==> config.mk <==
export PLATFORM = sky130hd
export DESIGN_NAME = bitmap_text_run_rasterizer
export DESIGN_NICKNAME = d
export VERILOG_FILES = /design/src/hdl/bt_pkg.sv /design/src/hdl/bitmap_text_run_rasterizer.sv /design/src/hdl/bt_fifo.sv /design/src/hdl/bt_front.sv /design/src/hdl/bt_back.sv
export SDC_FILE = /design/constraint.sdc
export NUM_CORES = 1
export LEC_CHECK = 0
export ABC_AREA = 1
export BUFFER_PORTS_ARGS = -buffer_cell sky130_fd_sc_hd__buf_4
export CAP_MARGIN = 40
export CORE_AREA = 2 2 258 361
export DETAILED_ROUTE_END_ITERATION = 6
export DIE_AREA = 0 0 260 363
export PLACE_DENSITY = 0.53
export SETUP_SLACK_MARGIN = 0.5
export SYNTH_ARGS = -nofsm -noshare
export SYNTH_HDL_FRONTEND = slang
export SYNTH_HIERARCHICAL = 1
export SYNTH_SLANG_ARGS = --single-unit
==> constraint.sdc <==
create_clock -name clk -period 7.18 [get_ports clk]
set_input_delay 0.359 -clock clk [delete_from_list [all_inputs] [get_ports clk]]
set_output_delay 0.359 -clock clk [all_outputs]
set_load 0.01 [all_outputs]
==> src/hdl/bt_pkg.sv <==
// Shared types, constants and the glyph font table for the text run rasterizer.
`default_nettype none

package bt_pkg;

    localparam int GLYPH_ROWS    = 7;
    localparam int GLYPH_COLS    = 5;
    localparam int CLIP_BITS     = 13;
    localparam int CURSOR_BITS   = 24;
    localparam int CFG_IDX_BITS  = 3;
    localparam int CFG_DATA_BITS = 14;

    localparam logic [7:0] CHAR_SPACE = 8'h20;

    // configuration register indexes
    localparam logic [CFG_IDX_BITS-1:0] CFG_START_X     = 3'd0;
    localparam logic [CFG_IDX_BITS-1:0] CFG_START_Y     = 3'd1;
    localparam logic [CFG_IDX_BITS-1:0] CFG_PIXEL_SCALE = 3'd2;
    localparam logic [CFG_IDX_BITS-1:0] CFG_CLIP_WIDTH  = 3'd3;
    localparam logic [CFG_IDX_BITS-1:0] CFG_CLIP_HEIGHT = 3'd4;

    typedef logic [GLYPH_COLS-1:0] row_t;
    typedef row_t [GLYPH_ROWS-1:0] glyph_t;

    typedef struct packed {
        logic signed [13:0] start_x;
        logic signed [13:0] start_y;
        logic [5:0]         pixel_scale;
        logic [12:0]        clip_width;
        logic [12:0]        clip_height;
    } cfg_t;

    // one character handed from the front end to the rasterizing back end
    typedef struct packed {
        glyph_t                         glyph;
        logic signed [CURSOR_BITS-1:0]  cursor;
    } job_t;

    typedef struct packed {
        logic [CLIP_BITS-1:0] left;
        logic [CLIP_BITS-1:0] top;
        logic [CLIP_BITS-1:0] right;
        logic [CLIP_BITS-1:0] bottom;
        logic                 last;
    } rect_t;

    function automatic glyph_t mk_glyph(input row_t r0, input row_t r1, input row_t r2,
                                        input row_t r3, input row_t r4, input row_t r5,
                                        input row_t r6);
        glyph_t g;
        g[0] = r0;
        g[1] = r1;
        g[2] = r2;
        g[3] = r3;
        g[4] = r4;
        g[5] = r5;
        g[6] = r6;
        return g;
    endfunction

    // bit 4 of a row is the leftmost dot
    function automatic glyph_t glyph_lookup(input logic [7:0] code);
        glyph_t g;
        unique case (code)
            8'h30:   g = mk_glyph(5'h0E, 5'h11, 5'h13, 5'h15, 5'h19, 5'h11, 5'h0E);
            8'h31:   g = mk_glyph(5'h04, 5'h0C, 5'h04, 5'h04, 5'h04, 5'h04, 5'h0E);
            8'h32:   g = mk_glyph(5'h0E, 5'h11, 5'h01, 5'h02, 5'h04, 5'h08, 5'h1F);
            8'h33:   g = mk_glyph(5'h1E, 5'h01, 5'h01, 5'h0E, 5'h01, 5'h01, 5'h1E);
            8'h3A:   g = mk_glyph(5'h00, 5'h04, 5'h04, 5'h00, 5'h04, 5'h04, 5'h00);
            8'h41:   g = mk_glyph(5'h0E, 5'h11, 5'h11, 5'h1F, 5'h11, 5'h11, 5'h11);
            8'h43:   g = mk_glyph(5'h0E, 5'h11, 5'h10, 5'h10, 5'h10, 5'h11, 5'h0E);
            8'h44:   g = mk_glyph(5'h1E, 5'h11, 5'h11, 5'h11, 5'h11, 5'h11, 5'h1E);
            8'h45:   g = mk_glyph(5'h1F, 5'h10, 5'h10, 5'h1E, 5'h10, 5'h10, 5'h1F);
            8'h46:   g = mk_glyph(5'h1F, 5'h10, 5'h10, 5'h1E, 5'h10, 5'h10, 5'h10);
            8'h47:   g = mk_glyph(5'h0E, 5'h11, 5'h10, 5'h17, 5'h11, 5'h11, 5'h0E);
            8'h48:   g = mk_glyph(5'h11, 5'h11, 5'h11, 5'h1F, 5'h11, 5'h11, 5'h11);
            8'h49:   g = mk_glyph(5'h1F, 5'h04, 5'h04, 5'h04, 5'h04, 5'h04, 5'h1F);
            8'h4C:   g = mk_glyph(5'h10, 5'h10, 5'h10, 5'h10, 5'h10, 5'h10, 5'h1F);
            8'h4E:   g = mk_glyph(5'h11, 5'h19, 5'h15, 5'h13, 5'h11, 5'h11, 5'h11);
            8'h4F:   g = mk_glyph(5'h0E, 5'h11, 5'h11, 5'h11, 5'h11, 5'h11, 5'h0E);
            8'h50:   g = mk_glyph(5'h1E, 5'h11, 5'h11, 5'h1E, 5'h10, 5'h10, 5'h10);
            8'h52:   g = mk_glyph(5'h1E, 5'h11, 5'h11, 5'h1E, 5'h14, 5'h12, 5'h11);
            8'h53:   g = mk_glyph(5'h0F, 5'h10, 5'h10, 5'h0E, 5'h01, 5'h01, 5'h1E);
            8'h54:   g = mk_glyph(5'h1F, 5'h04, 5'h04, 5'h04, 5'h04, 5'h04, 5'h04);
            8'h55:   g = mk_glyph(5'h11, 5'h11, 5'h11, 5'h11, 5'h11, 5'h11, 5'h0E);
            8'h56:   g = mk_glyph(5'h11, 5'h11, 5'h11, 5'h11, 5'h11, 5'h0A, 5'h04);
            // fallback question mark
            default: g = mk_glyph(5'h0E, 5'h11, 5'h01, 5'h06, 5'h04, 5'h00, 5'h04);
        endcase
        return g;
    endfunction

endpackage

`default_nettype wire

==> src/hdl/bitmap_text_run_rasterizer.sv <==
// Top level of the 5x7 bitmap text run rasterizer.
//
// Usage: write one character code per transaction on the input queue
// (push/full). Each character is drawn as filled rectangles, one per
// horizontal run of set dots in its 5x7 glyph, scaled by pixel_scale,
// placed at the pen cursor and the line origin, and clipped to the window
// [0,clip_width) x [0,clip_height). Rectangles come out of the result queue
// (empty/pop) in row order, left to right; last_rect marks the final one of
// a character. Characters with no visible run, and spaces, give none.
// A character's rectangles pass through the job queue, the scanner's token
// register, the held-back rectangle register and the result queue, and are
// delayed further while the back end is still busy with an earlier character.
// The rasterizer loads the character, scans one dot run or one empty glyph
// row per step, and closes the character; a space only moves the cursor
// in the front end and never reaches the back end.
// A two-entry job queue lets the front end take the next character while
// the back end is busy; a stalled result queue holds the back end, and full
// rises once the job queue fills. Configuration writes (cfg_valid/cfg_ready,
// always ready) are to be made while the block is idle. Reset empties both
// queues, restores the register defaults and puts the cursor at 0.
`default_nettype none

module bitmap_text_run_rasterizer
    import bt_pkg::*;
#(
    parameter int COORD_BITS = 13
) (
    input  wire logic                     clk,
    input  wire logic                     rst_n,
    // character input queue
    input  wire logic                     push,
    output logic                          full,
    input  wire logic [7:0]               char_code,
    input  wire logic                     line_start,
    // rectangle result queue
    output logic                          empty,
    input  wire logic                     pop,
    output logic [COORD_BITS-1:0]         rect_left,
    output logic [COORD_BITS-1:0]         rect_top,
    output logic [COORD_BITS-1:0]         rect_right,
    output logic [COORD_BITS-1:0]         rect_bottom,
    output logic                          last_rect,
    // configuration write channel
    input  wire logic                     cfg_valid,
    output logic                          cfg_ready,
    input  wire logic [CFG_IDX_BITS-1:0]  cfg_index,
    input  wire logic [CFG_DATA_BITS-1:0] cfg_data
);

    cfg_t  cfg_reg, cfg_next;
    job_t  front_job, back_job;
    logic  job_push, job_full, job_empty, job_pop;
    logic  res_push, res_full;
    rect_t back_res, out_res;
    logic [$bits(job_t)-1:0]  job_rd_data;
    logic [$bits(rect_t)-1:0] res_rd_data;

    // Register file: always ready, writes to unknown indexes are dropped.
    assign cfg_ready = 1'b1;

    always_comb
    begin
        cfg_next = cfg_reg;
        if (cfg_valid)
        begin
            unique case (cfg_index)
                CFG_START_X:     cfg_next.start_x     = cfg_data;
                CFG_START_Y:     cfg_next.start_y     = cfg_data;
                CFG_PIXEL_SCALE: cfg_next.pixel_scale = cfg_data[5:0];
                CFG_CLIP_WIDTH:  cfg_next.clip_width  = cfg_data[12:0];
                CFG_CLIP_HEIGHT: cfg_next.clip_height = cfg_data[12:0];
                default:         cfg_next = cfg_reg;
            endcase
        end
    end

    always_ff @(posedge clk or negedge rst_n)
    begin
        if (!rst_n)
        begin
            cfg_reg.start_x     <= '0;
            cfg_reg.start_y     <= '0;
            cfg_reg.pixel_scale <= 6'd1;
            cfg_reg.clip_width  <= 13'd640;
            cfg_reg.clip_height <= 13'd480;
        end
        else
        begin
            cfg_reg <= cfg_next;
        end
    end

    // Front end: cursor bookkeeping and glyph lookup.
    bt_front u_front (
        .clk        (clk),
        .rst_n      (rst_n),
        .cfg        (cfg_reg),
        .push       (push),
        .full       (full),
        .char_code  (char_code),
        .line_start (line_start),
        .job_push   (job_push),
        .job        (front_job),
        .job_full   (job_full)
    );

    // Job queue: decouples lookup from rasterizing.
    bt_fifo #(
        .WIDTH ($bits(job_t)),
        .DEPTH (2)
    ) u_job_fifo (
        .clk     (clk),
        .rst_n   (rst_n),
        .wr_en   (job_push),
        .wr_data (front_job),
        .full    (job_full),
        .rd_en   (job_pop),
        .rd_data (job_rd_data),
        .empty   (job_empty)
    );

    assign back_job = job_t'(job_rd_data);

    // Back end: run scanning, scaling, clipping and last marking.
    bt_back u_back (
        .clk       (clk),
        .rst_n     (rst_n),
        .cfg       (cfg_reg),
        .job       (back_job),
        .job_empty (job_empty),
        .job_pop   (job_pop),
        .res_push  (res_push),
        .res       (back_res),
        .res_full  (res_full)
    );

    // Result queue: holds finished rectangles while the receiver stalls.
    bt_fifo #(
        .WIDTH ($bits(rect_t)),
        .DEPTH (2)
    ) u_res_fifo (
        .clk     (clk),
        .rst_n   (rst_n),
        .wr_en   (res_push),
        .wr_data (back_res),
        .full    (res_full),
        .rd_en   (pop),
        .rd_data (res_rd_data),
        .empty   (empty)
    );

    // Coordinates leave at COORD_BITS: truncate or zero-extend.
    assign out_res     = rect_t'(res_rd_data);
    assign rect_left   = COORD_BITS'(out_res.left);
    assign rect_top    = COORD_BITS'(out_res.top);
    assign rect_right  = COORD_BITS'(out_res.right);
    assign rect_bottom = COORD_BITS'(out_res.bottom);
    assign last_rect   = out_res.last;

endmodule

`default_nettype wire

==> src/hdl/bt_fifo.sv <==
// Small register-based first-in first-out queue.
`default_nettype none

module bt_fifo #(
    parameter int WIDTH = 8,
    parameter int DEPTH = 2
) (
    input  wire logic             clk,
    input  wire logic             rst_n,
    input  wire logic             wr_en,
    input  wire logic [WIDTH-1:0] wr_data,
    output logic                  full,
    input  wire logic             rd_en,
    output logic      [WIDTH-1:0] rd_data,
    output logic                  empty
);

    localparam int PTR_BITS = (DEPTH > 1) ? $clog2(DEPTH) : 1;
    localparam int CNT_BITS = $clog2(DEPTH + 1);
    localparam logic [PTR_BITS-1:0] PTR_LAST = PTR_BITS'(DEPTH - 1);
    localparam logic [CNT_BITS-1:0] CNT_FULL = CNT_BITS'(DEPTH);

    logic [WIDTH-1:0]    mem_reg [DEPTH];
    logic [PTR_BITS-1:0] wr_ptr_reg, wr_ptr_next;
    logic [PTR_BITS-1:0] rd_ptr_reg, rd_ptr_next;
    logic [CNT_BITS-1:0] count_reg, count_next;
    logic                do_wr, do_rd;

    assign full    = (count_reg == CNT_FULL);
    assign empty   = (count_reg == '0);
    assign do_wr   = wr_en && !full;
    assign do_rd   = rd_en && !empty;
    assign rd_data = mem_reg[rd_ptr_reg];

    always_comb
    begin
        wr_ptr_next = wr_ptr_reg;
        rd_ptr_next = rd_ptr_reg;
        count_next  = count_reg;
        if (do_wr)
        begin
            wr_ptr_next = (wr_ptr_reg == PTR_LAST) ? '0 : wr_ptr_reg + 1'b1;
        end
        if (do_rd)
        begin
            rd_ptr_next = (rd_ptr_reg == PTR_LAST) ? '0 : rd_ptr_reg + 1'b1;
        end
        if (do_wr && !do_rd)
        begin
            count_next = count_reg + 1'b1;
        end
        else if (do_rd && !do_wr)
        begin
            count_next = count_reg - 1'b1;
        end
    end

    always_ff @(posedge clk or negedge rst_n)
    begin
        if (!rst_n)
        begin
            wr_ptr_reg <= '0;
            rd_ptr_reg <= '0;
            count_reg  <= '0;
        end
        else
        begin
            wr_ptr_reg <= wr_ptr_next;
            rd_ptr_reg <= rd_ptr_next;
            count_reg  <= count_next;
        end
    end

    always_ff @(posedge clk)
    begin
        if (do_wr)
        begin
            mem_reg[wr_ptr_reg] <= wr_data;
        end
    end

endmodule

`default_nettype wire

==> src/hdl/bt_front.sv <==
// Front end: accepts characters, keeps the pen cursor and looks up glyphs.
`default_nettype none

module bt_front
    import bt_pkg::*;
(
    input  wire logic       clk,
    input  wire logic       rst_n,
    input  wire cfg_t       cfg,
    input  wire logic       push,
    output logic            full,
    input  wire logic [7:0] char_code,
    input  wire logic       line_start,
    output logic            job_push,
    output job_t            job,
    input  wire logic       job_full
);

    logic signed [CURSOR_BITS-1:0] cursor_reg, cursor_next;
    logic signed [CURSOR_BITS-1:0] cur;
    logic                          accept;
    logic                          is_space;
    logic [8:0]                    advance;
    logic [CURSOR_BITS:0]          sum;

    assign full     = job_full;
    assign accept   = push && !job_full;
    assign is_space = (char_code == CHAR_SPACE);

    always_comb
    begin
        cur = line_start
            ? CURSOR_BITS'(cfg.start_x)
            : cursor_reg;
        // space advances 4 dots, everything else 6
        advance = is_space
            ? {1'b0, cfg.pixel_scale, 2'b00}
            : ({1'b0, cfg.pixel_scale, 2'b00} + {2'b00, cfg.pixel_scale, 1'b0});
        sum = {cur[CURSOR_BITS-1], cur} + {{(CURSOR_BITS-8){1'b0}}, advance};
        cursor_next = cursor_reg;
        if (accept)
        begin
            // only positive steps, so overflow can only hit the top
            if (sum[CURSOR_BITS] != sum[CURSOR_BITS-1])
            begin
                cursor_next = {1'b0, {(CURSOR_BITS-1){1'b1}}};
            end
            else
            begin
                cursor_next = sum[CURSOR_BITS-1:0];
            end
        end
    end

    assign job_push   = accept && !is_space;
    assign job.glyph  = glyph_lookup(char_code);
    assign job.cursor = cur;

    always_ff @(posedge clk or negedge rst_n)
    begin
        if (!rst_n)
        begin
            cursor_reg <= '0;
        end
        else
        begin
            cursor_reg <= cursor_next;
        end
    end

endmodule

`default_nettype wire

==> src/hdl/bt_back.sv <==
// Back end: walks glyph rows, turns dot runs into clipped rectangles.
`default_nettype none

module bt_back
    import bt_pkg::*;
(
    input  wire logic clk,
    input  wire logic rst_n,
    input  wire cfg_t cfg,
    input  wire job_t job,
    input  wire logic job_empty,
    output logic      job_pop,
    output logic      res_push,
    output rect_t     res,
    input  wire logic res_full
);

    typedef enum logic [1:0] {S_IDLE, S_SCAN, S_END} phase_t;

    typedef struct packed {
        logic [2:0] first;
        logic [2:0] stop;
    } run_t;

    function automatic run_t find_run(input row_t m);
        run_t r;
        logic found;
        logic done;
        r.first = 3'd5;
        r.stop  = 3'd5;
        found   = 1'b0;
        done    = 1'b0;
        for (int c = 0; c < GLYPH_COLS; c++)
        begin
            if (!found && m[GLYPH_COLS-1-c])
            begin
                r.first = 3'(c);
                found   = 1'b1;
            end
            else if (found && !done && !m[GLYPH_COLS-1-c])
            begin
                r.stop = 3'(c);
                done   = 1'b1;
            end
        end
        return r;
    endfunction

    // scanner state
    phase_t                        phase_reg, phase_next;
    glyph_t                        rows_reg, rows_next;
    logic [2:0]                    row_reg, row_next;
    logic signed [CURSOR_BITS-1:0] cursor_reg, cursor_next;
    logic signed [14:0]            top_reg, top_next;

    // token between scanner and clipper
    logic                          tok_valid_reg, tok_valid_next;
    logic                          tok_end_reg, tok_end_next;
    logic signed [CURSOR_BITS:0]   tok_l_reg, tok_l_next;
    logic signed [CURSOR_BITS:0]   tok_r_reg, tok_r_next;
    logic signed [14:0]            tok_t_reg, tok_t_next;
    logic signed [14:0]            tok_b_reg, tok_b_next;

    // rectangle held back until we know whether it is the last one
    logic                          pend_valid_reg, pend_valid_next;
    rect_t                         pend_reg, pend_next;

    logic                          clip_ready;
    logic                          scan_adv;
    run_t                          run;
    row_t                          remain;
    logic [8:0]                    off_l, off_r;
    logic signed [14:0]            scale15;
    logic                          next_row;

    logic signed [CURSOR_BITS:0]   cw_x;
    logic signed [14:0]            ch_x;
    logic                          reject;
    logic                          visible;
    logic [CLIP_BITS-1:0]          l_c, t_c, r_c, b_c;

    assign clip_ready = !res_full;
    assign scan_adv   = !tok_valid_reg || clip_ready;
    assign scale15    = $signed({9'b0, cfg.pixel_scale});
    assign run        = find_run(rows_reg[0]);
    assign remain     = rows_reg[0] & (5'h1F >> run.stop);
    assign off_l      = 9'(run.first) * 9'(cfg.pixel_scale);
    assign off_r      = 9'(run.stop) * 9'(cfg.pixel_scale);

    // scanner
    always_comb
    begin
        phase_next     = phase_reg;
        rows_next      = rows_reg;
        row_next       = row_reg;
        cursor_next    = cursor_reg;
        top_next       = top_reg;
        tok_valid_next = tok_valid_reg;
        tok_end_next   = tok_end_reg;
        tok_l_next     = tok_l_reg;
        tok_r_next     = tok_r_reg;
        tok_t_next     = tok_t_reg;
        tok_b_next     = tok_b_reg;
        job_pop        = 1'b0;
        next_row       = 1'b0;
        if (scan_adv)
        begin
            tok_valid_next = 1'b0;
            unique case (phase_reg)
                S_IDLE:
                begin
                    if (!job_empty)
                    begin
                        job_pop     = 1'b1;
                        rows_next   = job.glyph;
                        cursor_next = job.cursor;
                        row_next    = '0;
                        top_next    = $signed({cfg.start_y[13], cfg.start_y});
                        phase_next  = S_SCAN;
                    end
                end
                S_SCAN:
                begin
                    if (rows_reg[0] != '0)
                    begin
                        tok_valid_next = 1'b1;
                        tok_end_next   = 1'b0;
                        tok_l_next     = $signed({cursor_reg[CURSOR_BITS-1], cursor_reg})
                                       + $signed({{(CURSOR_BITS-8){1'b0}}, off_l});
                        tok_r_next     = $signed({cursor_reg[CURSOR_BITS-1], cursor_reg})
                                       + $signed({{(CURSOR_BITS-8){1'b0}}, off_r});
                        tok_t_next     = top_reg;
                        tok_b_next     = top_reg + scale15;
                        rows_next[0]   = remain;
                        next_row       = (remain == '0);
                    end
                    else
                    begin
                        next_row = 1'b1;
                    end
                    if (next_row)
                    begin
                        if (row_reg == 3'(GLYPH_ROWS - 1))
                        begin
                            phase_next = S_END;
                        end
                        else
                        begin
                            rows_next = rows_reg >> GLYPH_COLS;
                            row_next  = row_reg + 1'b1;
                            top_next  = top_reg + scale15;
                        end
                    end
                end
                S_END:
                begin
                    tok_valid_next = 1'b1;
                    tok_end_next   = 1'b1;
                    phase_next     = S_IDLE;
                end
                default:
                begin
                    phase_next = S_IDLE;
                end
            endcase
        end
    end

    // clipper
    always_comb
    begin
        cw_x   = $signed({12'b0, cfg.clip_width});
        ch_x   = $signed({2'b0, cfg.clip_height});
        reject = (tok_r_reg <= 25'sd0) || (tok_b_reg <= 15'sd0)
              || (tok_l_reg >= cw_x) || (tok_t_reg >= ch_x);
        l_c    = tok_l_reg[CURSOR_BITS] ? '0 : tok_l_reg[CLIP_BITS-1:0];
        t_c    = tok_t_reg[14] ? '0 : tok_t_reg[CLIP_BITS-1:0];
        r_c    = (tok_r_reg > cw_x) ? cfg.clip_width : tok_r_reg[CLIP_BITS-1:0];
        b_c    = (tok_b_reg > ch_x) ? cfg.clip_height : tok_b_reg[CLIP_BITS-1:0];
        visible = !reject && (l_c < r_c) && (t_c < b_c);

        pend_valid_next = pend_valid_reg;
        pend_next       = pend_reg;
        res_push        = 1'b0;
        res             = pend_reg;
        res.last        = 1'b0;
        if (tok_valid_reg && clip_ready)
        begin
            if (tok_end_reg)
            begin
                // flush the held rectangle as the final one
                res_push        = pend_valid_reg;
                res.last        = 1'b1;
                pend_valid_next = 1'b0;
            end
            else if (visible)
            begin
                res_push        = pend_valid_reg;
                pend_valid_next = 1'b1;
                pend_next.left   = l_c;
                pend_next.top    = t_c;
                pend_next.right  = r_c;
                pend_next.bottom = b_c;
                pend_next.last   = 1'b0;
            end
        end
    end

    always_ff @(posedge clk or negedge rst_n)
    begin
        if (!rst_n)
        begin
            phase_reg      <= S_IDLE;
            tok_valid_reg  <= 1'b0;
            pend_valid_reg <= 1'b0;
        end
        else
        begin
            phase_reg      <= phase_next;
            tok_valid_reg  <= tok_valid_next;
            pend_valid_reg <= pend_valid_next;
        end
    end

    always_ff @(posedge clk)
    begin
        rows_reg    <= rows_next;
        row_reg     <= row_next;
        cursor_reg  <= cursor_next;
        top_reg     <= top_next;
        tok_end_reg <= tok_end_next;
        tok_l_reg   <= tok_l_next;
        tok_r_reg   <= tok_r_next;
        tok_t_reg   <= tok_t_next;
        tok_b_reg   <= tok_b_next;
        pend_reg    <= pend_next;
    end

endmodule

`default_nettype wire

==> reports/metrics.yaml, run 1 <==
finish:
  area_growth_pct: 13.40
  drive_gt1_share_pct: 10.56
  n_antenna_cell: 0
  layout.nets: 3036
  finalNonFillerCells: 4085
  fin_util_pct: 33.82
  largest_register_ffs: 118
clocking:
  worstSkewPairLatency_ps: 600
  hold_buffers: 2
  cts_root_buf: "clkbuf_16"
  cts_sinks: 530
  postCtsSetupRepairBufs: 0
  h-tree-depth: 2
  cts-resized-gates: 0
  cts_made_buffers: 52
  clk_pin_slew_ps: 70
  cts_tree: "done"
  clockBufferDepth: 3
routing:
  drc_errors: 0
  first_iter_violations: 929
  vias: 18190
  avgViaCountPerCell: 4.453
  firstDrtPassIters: 5
  wl_per_cell_microns: 15.95
  wirelength_microns: 65150
  ant_nets: 0
synthesis:
  ys_seq_area_share_pct: 56.92
  syn_area_sq_um: 27130
  syn-instance-count: 2761
  ys_ff_latch: 530
  synth_edf_count: 434
  yosysUniqueCellTypes: 62
  synthFlopType: "edfxtp_1"
  async_flop_share_pct: 18.11
  yosysWarnings: 6
  avgSynthCellArea_sq_um: 9.827
die:
  coreArea_sq_um: 90970
  floorplan.initialDensity_pct: 29.83
  rows: 131
  die_w_microns: 260
  ios: 87
  fp.dieH_microns: 363
  dieArea_sq_um: 94380
setup_path:
  crit_path_frequent_cell: "nand2_1"
  crit_type: "reg -> reg"
  crit_fanout: 53
  critPathBufInv: 3
  slowest_stage: "buf_4"
  worstPathRequired_ps: 7400
  cp.arrival_ps: 5430
  critical-path-top-delay-family: "simple AND/OR/NAND/NOR gates"
  r2r_cells: 25
  cp-end-kind: "flip-flop"
  cp.depth: 25
  critPathMaxStageDelay_ps: 570
  cp-start-kind: "flip-flop"
global_route:
  grt_pass1_vias: 18170
  gr-total-overflow: 0
  grt_usage_pct: 13.88
  grt_max_degree: 61
  grt_pass1_wl_microns: 102500
  grt_antenna_before_repair: 0
sta:
  report.final.slew_viol_count: 0
  fin_worst_skew_ps: 11.34
  worst_pin_slew_ps: 817.1
  rsz0062_at_grt: "false"
  finalHoldViolCount: 0
  finalCritPeriodShare_pct: 72.56
  hold_slack_ps: 79.38
  fmax_mhz: 191.9
  post-route-min-period_ps: 5210
  setup_tns_ps: 0
  max_slew_margin_pct: 45.53
  finalSetupViolCount: 0
power_and_ir_drop:
  leakagePower_uw: 0.01362
  ir_drop_mv: 0.1814
  p_total_uw: 13090
  powerDensity_nw_per_um2: 425.4
run_status:
  outcome: "finished, final reports clean"
min_path:
  min_path_cells: 3
  hold_class: "in -> reg"
place:
  dpl.hpwl_microns: 47490
  dpl.cell_count: 3990
  routabilityCongestion: 0.8557
  portBuffers: 85
flow_run:
  drv_cap: 0
[synthesized netlist by cell type (all sizes together) (3+ instances only)]
cell	instances	share of area [%]
a211oi	3	0.10
a21o	8	0.22
a21oi	73	1.4
a32o	26	0.96
a32oi	4	0.13
and2	7	0.16
buf	62	1.6
clkbuf	14	0.19
dfrtp	89	8.2
dfstp	7	0.68
edfxtp	434	48
fa	15	1.1
ha	141	6.5
inv	331	4.6
nand2	936	13
nand3	136	2.7
nand3b	6	0.17
nand4	25	0.63
nor2	213	3.3
nor3	30	0.66
nor3b	4	0.15
nor4	4	0.17
o2111ai	3	0.17
o21ai	81	1.6
o21bai	5	0.15
o22ai	9	0.21
or2	6	0.14
xnor2	24	0.80
xor2	53	1.7
[cell usage in the layout, fill, tap and decap left out, types with 18 or more instances in the layout]
| cell type | instances |
|---|---|
| nand2_1 | 911 |
| dfrtp_1 | 87 |
| a32o_1 | 26 |
| nand3_1 | 129 |
| o21ai_1 | 30 |
| edfxtp_1 | 434 |
| xor2_1 | 52 |
| clkbuf_16 | 53 |
| nor2_2 | 18 |
| inv_1 | 316 |
| nor2_1 | 183 |
| buf_4 | 104 |
| nor3_1 | 23 |
| o21ai_0 | 44 |
| a21oi_1 | 71 |
| ha_1 | 141 |
| xnor2_1 | 23 |
| nand4_1 | 24 |
| nand2_2 | 20 |
[kinds of logic (layout without fill, tap and decap cells)]
kind of cell | Yosys count | in the layout | share of synthesized area, %
other | 2 | 4 | 0.02768
flip-flops | 530 | 530 | 56.92
XOR/XNOR | 77 | 77 | 2.541
AND/OR/NAND/NOR | 1368 | 1368 | 21.37
adder cells (fa/ha/maj) | 156 | 156 | 7.609
buffers and inverters | 408 | 533 | 6.378
AO/OA/AOI/OAI | 220 | 220 | 5.160
[final cells by class]
type,count,area (sq um)
clock inverters,33,379.1
multi-input cells,1825,10010
fillers,9292,60200
inverters,332,1252
well taps,1197,1498
flip-flops and latches,530,15450
clock buffers,60,1353
repair buffers,108,825.8
[metal layers]
layer  track usage, %  up-vias  routed length [microns]
met5                0        -                        0
met4            5.387        0                     2363
met2            24.76      282                    32860
met1            16.97     8555                    27790
li1                 -     9261                        -
met3            1.652       93                     2141
[tightest hold or removal path, stage by stage]
cell and delay, ps:
buf_4 160, nand2_1 70, nand2_1 50
[power by group]
group	switching [uW]	leakage, uW	internal (uW)
combinational	3390	0.00759	1730
sequential	530	0.00519	4640
clock	1160	0.000836	1640
total	5080	0.0136	8010
[stage by stage]
stage               worst slack [ps]  instance area (sq um)
floorplan                       1393                  27140
global placement                1683                  28990
detailed placement              1963                  29020
CTS                             1926                  30770
global route                    1476                  30770
finish                          1970                  30770
[path summary, 6_finish.rpt]
| check | from | endpoint | slack, ps |
|---|---|---|---|
| max | cfg_reg[20] | u_res_fifo/mem_reg[1][48] | 1970 |
| max reg2reg | cfg_reg[20] | u_res_fifo/mem_reg[1][48] | 1970 |
| min reg2reg | u_back/res[5] | u_res_fifo/mem_reg[1][5] | 450 |
| max in group asynchronous | rst_n | u_res_fifo/rd_ptr_reg | 5550 |
| min | cfg_data[1] | cfg_reg[14] | 80 |
| min in group asynchronous | rst_n | u_front/cursor_reg[21] | 300 |
No activity file was read; power rests on OpenSTA's default activity.
==> run 2: changes to the inputs <==
- clock period: 7.18 -> 5.02 ns (I/O delays scaled with it)
==> reports/metrics.yaml, run 2 (synthesized netlist as in run 1, its figures left out) <==
run_status:
  outcome: "finished, final reports clean"
flow_run:
  drv_cap: 0
routing:
  wl_per_cell_microns: 15.85
  vias: 18610
  ant_nets: 0
  wirelength_microns: 65940
  drc_errors: 0
  firstDrtPassIters: 5
  avgViaCountPerCell: 4.473
  first_iter_violations: 858
setup_path:
  crit_path_frequent_cell: "nand2_2"
  critPathBufInv: 4
  critical-path-top-delay-family: "adder cells"
  cp.arrival_ps: 4730
  slowest_stage: "edfxtp_1"
  crit_type: "reg -> reg"
  worstPathCellList: "nor2_2, nand2_2, inv_4, nand2_2, nand2_2, inv_2, nand2_2, fa_1, inv_1, ha_2, fa_2, buf_4, xor2_1, ha_1, nand2_1, nor2_1, nand3_2, o2111ai_4, nand2_2, nor2_4, nand3_4, nor2_4, nand2_2, xor2_1"
  cp-end-kind: "flip-flop"
  crit_fanout: 6
  critPathMaxStageDelay_ps: 540
  worstPathRequired_ps: 5360
  cp-start-kind: "flip-flop"
die:
  die_w_microns: 260
  dieArea_sq_um: 94380
  coreArea_sq_um: 90970
  fp.dieH_microns: 363
  rows: 131
  floorplan.initialDensity_pct: 29.83
  ios: 87
power_and_ir_drop:
  power_switching_uw: 7517
  switching_share_pct: 39.04
  leakagePower_uw: 0.01402
  ir_drop_mv: 0.3428
  power.internal_uw: 11740
  pwr-share-clk_pct: 20.0
  seq_power_share_pct: 38.7
  powerDensity_nw_per_um2: 604.7
  p_comb_share_pct: 41.2
global_route:
  gr-total-overflow: 0
  grt_usage_pct: 13.69
  grt_max_degree: 61
  grt_pass1_wl_microns: 101400
  grt_antenna_before_repair: 0
  grt_pass1_vias: 18310
finish:
  n_antenna_cell: 0
  layout_commonest_cell: "nand2_1"
  area_growth_pct: 17.36
  final_cell_mix: "nand2_1, edfxtp_1, inv_1, nor2_1, buf_4"
  num-fill-cells: 9219
  largest_register_ffs: 118
  layout.nets: 3109
  drive_gt1_share_pct: 14.71
sta:
  finalCritPeriodShare_pct: 87.46
  rsz0062_at_grt: "true"
  max_slew_margin_pct: 45.94
  post-route-min-period_ps: 4391
  finalSetupViolCount: 0
  fmax_mhz: 227.8
  worst_pin_slew_ps: 809.0
  finalHoldViolCount: 0
  setup_slack_ps: 629.4
  fin_worst_skew_ps: 14.54
  report.final.slew_viol_count: 0
  hold_slack_ps: 85.00
  setup_tns_ps: 0
min_path:
  hold_class: "in -> reg"
clocking:
  cts_sinks: 530
  cts_root_buf: "clkbuf_16"
  clk_pin_slew_ps: 70
  clockBufferDepth: 3
  worstSkewPairLatency_ps: 600
  cts_tree: "done"
  cts_made_buffers: 52
  h-tree-depth: 2
place:
  portBuffers: 85
  place_ws_ps: 419.7
  routabilityCongestion: 0.8870
  dpl.hpwl_microns: 48060
[run 2: final timing paths]
kind | startpoint | to | slack, ps | cells after the start
max in group asynchronous | rst_n | u_res_fifo/rd_ptr_reg | 3590 | 3
setup / recovery | u_back/rows_reg[2] | u_back/tok_l_reg[23] | 630 | 24
min in group asynchronous | rst_n | u_front/cursor_reg[20] | 220 | 2
hold / removal | cfg_index[1] | cfg_reg[32] | 90 | 4
setup reg to reg | u_back/rows_reg[2] | u_back/tok_l_reg[23] | 630 | 24
hold reg to reg | u_back/res[40] | u_res_fifo/mem_reg[1][40] | 440 | 0
[run 2: power groups by stage]
stage	sequential (uW)	combinational [uW]	clock, uW
2_1_floorplan	7240	5380	0
3_3_place_gp	7520	7390	0
3_5_place_dp	7530	7520	0
4_1_cts	7440	7570	3980
5_1_grt	7590	9010	4120
6_report	7460	7940	3860
[run 2: worst min-delay path, delay by kind of cell]
| kind | cells | cell delay [ps] |
|---|---|---|
| buffers and inverters | 1 | 140 |
| AND/OR/NAND/NOR | 3 | 240 |
[run 2: routing by layer]
layer / GRT usage, % / wire length [microns] / vias to the layer above / part of all wire (%)
li1: - / - / 9405 / -
met1: 16.20 / 27160 / 8732 / 41
met2: 24.91 / 33890 / 357 / 51
met3: 1.757 / 2380 / 112 / 3.6
met4: 5.398 / 2510 / 0 / 3.8
met5: 0 / 0 / - / 0
[run 2: repair_timing]
action,4_1_cts,5_1_grt
gates resized for setup,2,105
pin swaps,1,40
buffers inserted,5,33
cloned,0,6
hold endpoints to repair,96,0
hold buffers,18,0
setup endpoints to repair,70,178
[run 2: through the flow]
step	total power (uW)	area (sq um)	cells	utilization, %
3_5_place_dp	15050	29200	4003	32.10
5_1_grt	20720	31840	4160	35.00
6_report	19260	31840	4160	35.00
4_1_cts	18990	31090	4121	34.18
3_3_place_gp	14910	29170	4001	32.06
2_1_floorplan	12620	27160	2763	-
[run 2: area by class of cell]
| cell class | count | area [sq um] | area share (%) |
|---|---|---|---|
| repair buffers | 178 | 1551 | 4.872 |
| clock buffers | 72 | 1448 | 4.546 |
| multi-input cells | 1828 | 10420 | 32.71 |
| flip-flops and latches | 530 | 15450 | 48.51 |
| inverters | 332 | 1259 | 3.953 |
| clock inverters | 23 | 222.7 | 0.6994 |
| well taps | 1197 | 1498 | 4.704 |
